$ cat src/rtl/sha1md_pkg.sv
// ----------------------------------------------------------------------------
// sha1md_pkg
// Shared types and constants for the SHA-1 message digest block: word widths,
// initial chaining values and the control bundle for the message schedule.
// ----------------------------------------------------------------------------
package sha1md_pkg;

  localparam int WORD_W  = 32;
  localparam int CNT_W   = 61;
  localparam int LEN_W   = 64;
  localparam int ROUNDS  = 80;
  localparam int RND_W   = $clog2(ROUNDS);
  localparam int NWORDS  = 16;
  localparam int POS_W   = 6;

  localparam logic [7:0] PAD_BYTE = 8'h80;

  typedef logic [4:0][WORD_W-1:0] hash_t;

  localparam hash_t INIT_H = {32'hC3D2E1F0, 32'h10325476, 32'h98BADCFE,
                              32'hEFCDAB89, 32'h67452301};

  typedef enum logic [2:0] {
    SCHED_HOLD,
    SCHED_BYTE,
    SCHED_PAD,
    SCHED_LEN,
    SCHED_SHIFT
  } sched_mode_t;

  typedef struct packed {
    sched_mode_t      mode;
    logic [POS_W-1:0] pos;
    logic [7:0]       data;
    logic [LEN_W-1:0] len_bits;
  } sched_ctrl_t;

endpackage

$ cat src/rtl/sha1md_sched.sv
// ----------------------------------------------------------------------------
// sha1md_sched
// Block buffer and message schedule: 16 words loaded byte by byte, with padding
// or as a length-only block, then shifted once per round with the expanded word fed in.
// ----------------------------------------------------------------------------
module sha1md_sched (
  input  logic                           clk,
  input  sha1md_pkg::sched_ctrl_t        ctrl,
  output logic [sha1md_pkg::WORD_W-1:0]  word
);

  logic [sha1md_pkg::NWORDS-1:0][sha1md_pkg::WORD_W-1:0] w;
  logic [sha1md_pkg::NWORDS-1:0][sha1md_pkg::WORD_W-1:0] w_pad;
  logic [sha1md_pkg::WORD_W-1:0] mix;
  logic [sha1md_pkg::WORD_W-1:0] expand;

  assign mix    = w[13] ^ w[8] ^ w[2] ^ w[0];
  assign expand = {mix[sha1md_pkg::WORD_W-2:0], mix[sha1md_pkg::WORD_W-1]};
  assign word   = w[0];

  // keep bytes before the marker, set the marker, zero the rest, add length if it fits
  always_comb begin
    logic [sha1md_pkg::POS_W-1:0] p;
    for (int i = 0; i < sha1md_pkg::NWORDS; i++) begin
      for (int j = 0; j < 4; j++) begin
        p = sha1md_pkg::POS_W'(4 * i + j);
        if (p < ctrl.pos) begin
          w_pad[i][31 - 8*j -: 8] = w[i][31 - 8*j -: 8];
        end else if (p == ctrl.pos) begin
          w_pad[i][31 - 8*j -: 8] = sha1md_pkg::PAD_BYTE;
        end else begin
          w_pad[i][31 - 8*j -: 8] = 8'h00;
        end
      end
    end
    if (ctrl.pos < sha1md_pkg::POS_W'(56)) begin
      w_pad[14] = ctrl.len_bits[63:32];
      w_pad[15] = ctrl.len_bits[31:0];
    end
  end

  always_ff @(posedge clk) begin
    unique case (ctrl.mode)
      sha1md_pkg::SCHED_BYTE: begin
        w[ctrl.pos[5:2]][31 - 8*ctrl.pos[1:0] -: 8] <= ctrl.data;
      end
      sha1md_pkg::SCHED_PAD: begin
        w <= w_pad;
      end
      sha1md_pkg::SCHED_LEN: begin
        for (int i = 0; i < sha1md_pkg::NWORDS - 2; i++) begin
          w[i] <= '0;
        end
        w[14] <= ctrl.len_bits[63:32];
        w[15] <= ctrl.len_bits[31:0];
      end
      sha1md_pkg::SCHED_SHIFT: begin
        for (int i = 0; i < sha1md_pkg::NWORDS - 1; i++) begin
          w[i] <= w[i+1];
        end
        w[15] <= expand;
      end
      default: begin
        w <= w;
      end
    endcase
  end

endmodule

$ cat src/rtl/sha1md_round.sv
// ----------------------------------------------------------------------------
// sha1md_round
// One SHA-1 compression round: round function, constant and the five-term
// add, shared by all 80 rounds of a block.
// ----------------------------------------------------------------------------
module sha1md_round (
  input  sha1md_pkg::hash_t              cur,
  input  logic [sha1md_pkg::WORD_W-1:0]  word,
  input  logic [sha1md_pkg::RND_W-1:0]   rnd,
  output sha1md_pkg::hash_t              nxt
);

  logic [31:0] a, b, c, d, e;
  logic [31:0] f;
  logic [31:0] k;

  assign a = cur[0];
  assign b = cur[1];
  assign c = cur[2];
  assign d = cur[3];
  assign e = cur[4];

  always_comb begin
    priority if (rnd < sha1md_pkg::RND_W'(20)) begin
      f = (b & c) | (~b & d);
      k = 32'h5A827999;
    end else if (rnd < sha1md_pkg::RND_W'(40)) begin
      f = b ^ c ^ d;
      k = 32'h6ED9EBA1;
    end else if (rnd < sha1md_pkg::RND_W'(60)) begin
      f = (b & c) | (b & d) | (c & d);
      k = 32'h8F1BBCDC;
    end else begin
      f = b ^ c ^ d;
      k = 32'hCA62C1D6;
    end
  end

  assign nxt[0] = {a[26:0], a[31:27]} + f + e + k + word;
  assign nxt[1] = a;
  assign nxt[2] = {b[1:0], b[31:2]};
  assign nxt[3] = c;
  assign nxt[4] = d;

endmodule

$ cat src/rtl/sha1_message_digest.sv
// ----------------------------------------------------------------------------
// sha1_message_digest
// Streams a message one byte per transfer and delivers its SHA-1 digest.
// ----------------------------------------------------------------------------
// Input: a byte that neither fills a block nor is last causes no stall; a byte
//   that fills a 64-byte block stalls the input while the single round unit runs
//   all rounds of the block and the chaining add follows.
// Last item: the digest follows one or two padded blocks, or a filled block and
//   one padded block if its byte fills a block.
// Reset: chaining words to initial values, byte count to zero, no digest pending.
module sha1_message_digest (
  input  logic        clk,
  input  logic        rst,
  input  logic        in_valid,
  output logic        in_stall,
  input  logic [7:0]  data_byte,
  input  logic        byte_valid,
  input  logic        is_last,
  output logic        out_valid,
  input  logic        out_stall,
  output logic [31:0] digest_word0,
  output logic [31:0] digest_word1,
  output logic [31:0] digest_word2,
  output logic [31:0] digest_word3,
  output logic [31:0] digest_word4
);

  typedef enum logic [2:0] {
    ST_IDLE,
    ST_ROUND,
    ST_FINAL,
    ST_PAD,
    ST_LEN,
    ST_EMIT
  } state_t;

  state_t                             state;
  sha1md_pkg::hash_t                  chain;
  sha1md_pkg::hash_t                  work;
  sha1md_pkg::hash_t                  work_next;
  logic [sha1md_pkg::CNT_W-1:0]       byte_count;
  logic [sha1md_pkg::RND_W-1:0]       rnd;
  logic                               pend_last;
  logic                               pad_started;
  logic                               len_done;
  logic [sha1md_pkg::WORD_W-1:0]      word;
  sha1md_pkg::sched_ctrl_t            sched_ctrl;
  logic                               in_xfer;
  logic                               block_full;
  logic                               out_free;

  assign in_stall   = (state != ST_IDLE);
  assign in_xfer    = in_valid && !in_stall;
  assign block_full = byte_valid && (byte_count[5:0] == 6'd63);
  assign out_free   = !out_valid || !out_stall;

  always_comb begin
    sched_ctrl.pos      = byte_count[5:0];
    sched_ctrl.data     = data_byte;
    sched_ctrl.len_bits = {byte_count, 3'b000};
    unique case (state)
      ST_IDLE:  sched_ctrl.mode = (in_xfer && byte_valid) ? sha1md_pkg::SCHED_BYTE
                                                          : sha1md_pkg::SCHED_HOLD;
      ST_ROUND: sched_ctrl.mode = sha1md_pkg::SCHED_SHIFT;
      ST_PAD:   sched_ctrl.mode = sha1md_pkg::SCHED_PAD;
      ST_LEN:   sched_ctrl.mode = sha1md_pkg::SCHED_LEN;
      default:  sched_ctrl.mode = sha1md_pkg::SCHED_HOLD;
    endcase
  end

  sha1md_sched u_sched (
    .clk  (clk),
    .ctrl (sched_ctrl),
    .word (word)
  );

  sha1md_round u_round (
    .cur  (work),
    .word (word),
    .rnd  (rnd),
    .nxt  (work_next)
  );

  always_ff @(posedge clk) begin
    if (rst) begin
      state       <= ST_IDLE;
      chain       <= sha1md_pkg::INIT_H;
      byte_count  <= '0;
      rnd         <= '0;
      pend_last   <= 1'b0;
      pad_started <= 1'b0;
      len_done    <= 1'b0;
      out_valid   <= 1'b0;
    end else begin
      // drop the accepted digest; in ST_EMIT a new one may take its place
      if (out_valid && !out_stall && state != ST_EMIT) begin
        out_valid <= 1'b0;
      end
      unique case (state)
        ST_IDLE: begin
          if (in_xfer) begin
            pend_last   <= is_last;
            pad_started <= 1'b0;
            len_done    <= 1'b0;
            if (byte_valid) begin
              byte_count <= byte_count + 1'b1;
            end
            if (block_full) begin
              work  <= chain;
              rnd   <= '0;
              state <= ST_ROUND;
            end else if (is_last) begin
              state <= ST_PAD;
            end
          end
        end
        ST_ROUND: begin
          work <= work_next;
          rnd  <= rnd + 1'b1;
          if (rnd == sha1md_pkg::RND_W'(sha1md_pkg::ROUNDS - 1)) begin
            state <= ST_FINAL;
          end
        end
        ST_FINAL: begin
          for (int i = 0; i < 5; i++) begin
            chain[i] <= chain[i] + work[i];
          end
          priority if (!pend_last) begin
            state <= ST_IDLE;
          end else if (len_done) begin
            state <= ST_EMIT;
          end else if (pad_started) begin
            state <= ST_LEN;
          end else begin
            state <= ST_PAD;
          end
        end
        ST_PAD: begin
          // length fits behind the marker only if the marker sits below byte 56
          pad_started <= 1'b1;
          len_done    <= (byte_count[5:0] < 6'd56);
          work        <= chain;
          rnd         <= '0;
          state       <= ST_ROUND;
        end
        ST_LEN: begin
          len_done <= 1'b1;
          work     <= chain;
          rnd      <= '0;
          state    <= ST_ROUND;
        end
        ST_EMIT: begin
          // hold until the output register is free, then restart the message
          if (out_free) begin
            digest_word0 <= chain[0];
            digest_word1 <= chain[1];
            digest_word2 <= chain[2];
            digest_word3 <= chain[3];
            digest_word4 <= chain[4];
            out_valid    <= 1'b1;
            chain        <= sha1md_pkg::INIT_H;
            byte_count   <= '0;
            pend_last    <= 1'b0;
            state        <= ST_IDLE;
          end
        end
        default: begin
          state <= ST_IDLE;
        end
      endcase
    end
  end

  a_round_range: assert property (@(posedge clk) disable iff (rst)
    state == ST_ROUND |-> rnd < sha1md_pkg::RND_W'(sha1md_pkg::ROUNDS))
    else $error("round index out of range");

  a_last_latched: assert property (@(posedge clk) disable iff (rst)
    in_xfer && is_last |=> pend_last)
    else $error("last marker not held after transfer");

  a_emit_restart: assert property (@(posedge clk) disable iff (rst)
    state == ST_EMIT && out_free |=> out_valid && byte_count == '0 && state == ST_IDLE)
    else $error("digest transfer did not restart the message");

  a_len_before_emit: assert property (@(posedge clk) disable iff (rst)
    state == ST_EMIT |-> len_done && pad_started)
    else $error("digest delivered before length block");

endmodule
$ cat config.mk
export PLATFORM = sky130hd
export DESIGN_NAME = sha1_message_digest
export DESIGN_NICKNAME = d
export VERILOG_FILES = /design/src/rtl/sha1md_pkg.sv /design/src/rtl/sha1md_sched.sv /design/src/rtl/sha1md_round.sv /design/src/rtl/sha1_message_digest.sv
export SDC_FILE = /design/constraint.sdc
export NUM_CORES = 2
export LEC_CHECK = 0
export BUFFER_PORTS_ARGS = -buffer_cell sky130_fd_sc_hd__buf_2
export CORE_MARGIN = 5
export CORE_UTILIZATION = 25
export DETAILED_ROUTE_END_ITERATION = 8
export SYNTH_ARGS = -nofsm -noshare
export SYNTH_HDL_FRONTEND = slang
export SYNTH_SLANG_ARGS = --single-unit
export TNS_END_PERCENT = 5
$ cat constraint.sdc
create_clock -name clk -period 34.7 [get_ports clk]
set_input_delay 10.41 -clock clk [delete_from_list [all_inputs] [get_ports clk]]
set_output_delay 10.41 -clock clk [all_outputs]
set_load 0.02 [all_outputs]
==> reports/summary.md <==
### Placement
* DP Cell Count: 8711
* global placer's final weighted congestion: 0.9251
* worst slack after detailed placement: 20.75 ns
* placed cell areas: 61590 sq um
* placed wire-length estimate after detailed placement: 139.8 mm
* # port buffers: 175

### Pwr
* part of the power in the clock network: 20.9%
* Power Internal: 3.433 mW
* sequential share of power: 34.8%
* P_leak: 23.50 nW
* combinational share of power: 44.3%
* Total Power Consumption: 5.874 mW
* power density over the cells: 90.08 nW/um^2
* maximum resistive drop on vdd: 0.00006924 V
* net switching share of the total power: 41.55%
* net switching power figure: 2.440 mW

### Timing
* final setup slack of the worst path: 21.58 ns
* Fin Hold WS: 0.4934 ns
* # setup viols final: 0
* setup repair after global routing missed its margin: no
* Final Max Slew Viols: 0
* fin crit share: 37.82%
* timing-limited maximum frequency: 0.07620 GHz
* Rel. slew slack: 2.870%
* Worst Tran Pin Value: 1.444 ns
* final count of hold timing violations: 0
* Layout Skew: 0.03808 ns
* Setup TNS Final: 0 ns
* time the worst path needs with I/O delays and setup: 13.12 ns

### Global routing
* number of antenna violations at the first check in global routing: 16
* first-pass GRT wire length: 288.2 mm
* vias in the first global route: 43670
* GRT Util Overall: 15.87%
* overall overflow remaining after global route: 0
* pin count of the biggest net entering global routing: 161

### CTS
* buffer levels on the longest clock path: 3
* buffer cell driving the clock tree root: clkbuf_16
* clock latency on the worst-skew pair: 0.75 ns
* clock transition at the registers of the reported paths: 0.07 ns
* Post CTS Setup Buffer Count: 0
* total number of clock tree sinks: 1067
* TritonCTS Buffers: 106
* Post-CTS Hold Fix Bufs: 0
* clock tree from TritonCTS: built
* number of levels in the clock H-tree: 3
* number of resized instances in the post-cts repair step: 0

### Finish
* final design instance area without fill: 65210 sq um
* Final Util: 28.45%
* area growth from synthesis to final layout: 13.54%
* count of placed standard cells in the final layout, fillers left out: 8917
* total number of nets in the final design: 6130
* share of cells above drive strength 1: 8.462%

### Critical path
* category of cells accounting for the largest share of critical-path delay: buffers and inverters
* critical path fanouts, max: 79
* most frequent CP cell: buf_4
* endpoint type of the worst setup path: flip-flop
* worst path bufs/invs: 4
* crit path cell chain: buf_2, nand2_1, nand2_1, buf_4, nor2_4, buf_4, buf_4
* kind of critical path: in2reg
* Critical Path AT: 13.48 ns
* worst endpoint required time: 35.06 ns
* Slowest-stage cell, CP: buf_4
* startpoint type of the worst setup path: input pin
* largest incremental delay on the critical path: 0.83 ns

### Floorplanning
* floorplan die area: 239400 sq um
* cell row count: 176
* chip width: 489.3 microns
* Core ar.: 229200 sq um
* Top Ports: 176
* starting density of the core: 25.05%
* chip height: 489.3 microns

### Drt
* number of vias per cell: 5.119
* DRC Markers: 0
* antenna viol nets, final: 0
* final routed wire length divided by cell count: 22.15 microns
* routed via count: 45650
* Iteration-0 DRC Markers: 5451
* total iterations of the first detailed-routing run: 9
* post-detailed-routing wire length: 197.5 mm

### Synthesis
* biggest area consumer among synthesized cells: edfxtp_1
* EDFF count, synth: 832
* portion of the post-synthesis area used by sequential elements: 51.69%
* fraction of post-synthesis cell area in the top cell type by area: 43.50%
* top post-synthesis cells by area: edfxtp_1, dfxtp_1, nand2_1
* Synth warnings: 0
* distinct cell type count after synthesis: 96
* syn avg cell area: 9.997 sq um
* Synth Net Count: 6081
* Netlist Area Pre-Place: 57430 sq um
* flip-flop and latch count after synthesis: 1067
* most common flop cell mapped by yosys: edfxtp_1
* share of flip-flops with an asynchronous set or reset after synthesis: 0%
* instance count of the mapped netlist: 5745

### Status
* run status: completed

### Run
* Max-cap violations: 0

### Min path
* hold crit path type: reg2reg

[area by class of cell]
class,count,area (sq um)
multi-input cells,4079,25570
repair buffers,252,1466
clock inverters,72,804.5
clock buffers,127,2793
fillers,23870,164000
flip-flops and latches,1067,29690
diodes,6,15.01
well taps,3026,3786
inverters,288,1081
[power by group through the flow]
stage	clock, mW	combinational (mW)	sequential (mW)
final	1.23	2.60	2.04
after global routing	1.29	2.89	2.06
after detailed placement	0	2.55	2.06
after floorplan	0	1.94	1.92
after CTS	1.24	2.57	2.03
after global placement	0	2.50	2.05
[per-layer routing]
layer / up-vias / wire length, microns / GRT usage [%]
met5: - / 19 / 0.1409
met4: 2 / 8760 / 6.329
met3: 416 / 19450 / 3.375
met2: 2267 / 84450 / 23.93
met1: 22270 / 84800 / 22.15
li1: 20700 / - / -
[placed cells by master, fill, tap and decap left out, types with 29 or more instances in the layout]
master,Yosys,final
a21o_1,87,87
a21oi_1,337,337
a22oi_1,63,63
a31oi_1,50,50
a32oi_1,49,49
and3_1,37,37
buf_2,13,175
buf_4,3,76
clkbuf_16,0,107
dfxtp_1,235,235
edfxtp_1,832,832
fa_1,117,117
ha_1,205,204
inv_1,286,285
mux2i_1,37,37
nand2_1,1024,1021
nand2b_1,40,39
nand3_1,162,162
nand4_1,33,33
nor2_1,317,309
nor3_1,69,64
o21a_1,34,34
o21ai_0,667,667
o22ai_1,44,44
or3_1,30,29
xnor2_1,181,181
xor2_1,123,123
[final timing paths]
kind | cells past startpoint | start | slack, ns | end
worst max-delay path | 7 | out_stall | 21.58 | digest_word1[26]
worst min-delay path | 0 | chain[128] | 0.49 | digest_word4[0]
worst max register to register | 19 | rnd[3] | 28.49 | work[25]
worst min register to register | 0 | chain[128] | 0.49 | digest_word4[0]
[cell families after synthesis]
| group | count (synthesis) | share of synthesized area (%) |
|---|---|---|
| buf+inv | 599 | 4.002 |
| simple gates | 1840 | 13.93 |
| xor+xnor | 304 | 4.636 |
| flops | 1067 | 51.69 |
| mux | 41 | 0.7298 |
| compound gates | 1572 | 16.47 |
| fa+ha+maj | 322 | 8.544 |
[synthesized netlist by cell type, types with 37 or more instances]
master    instances
a21o_1           87
a21oi_1         337
a22oi_1          63
a31oi_1          50
a32oi_1          49
and3_1           37
clkbuf_1        272
dfxtp_1         235
edfxtp_1        832
fa_1            117
ha_1            205
inv_1           286
mux2i_1          37
nand2_1        1024
nand2b_1         40
nand3_1         162
nor2_1          317
nor3_1           69
o21ai_0         667
o22ai_1          44
xnor2_1         181
xor2_1          123
Power figures use the tool's default switching activity.
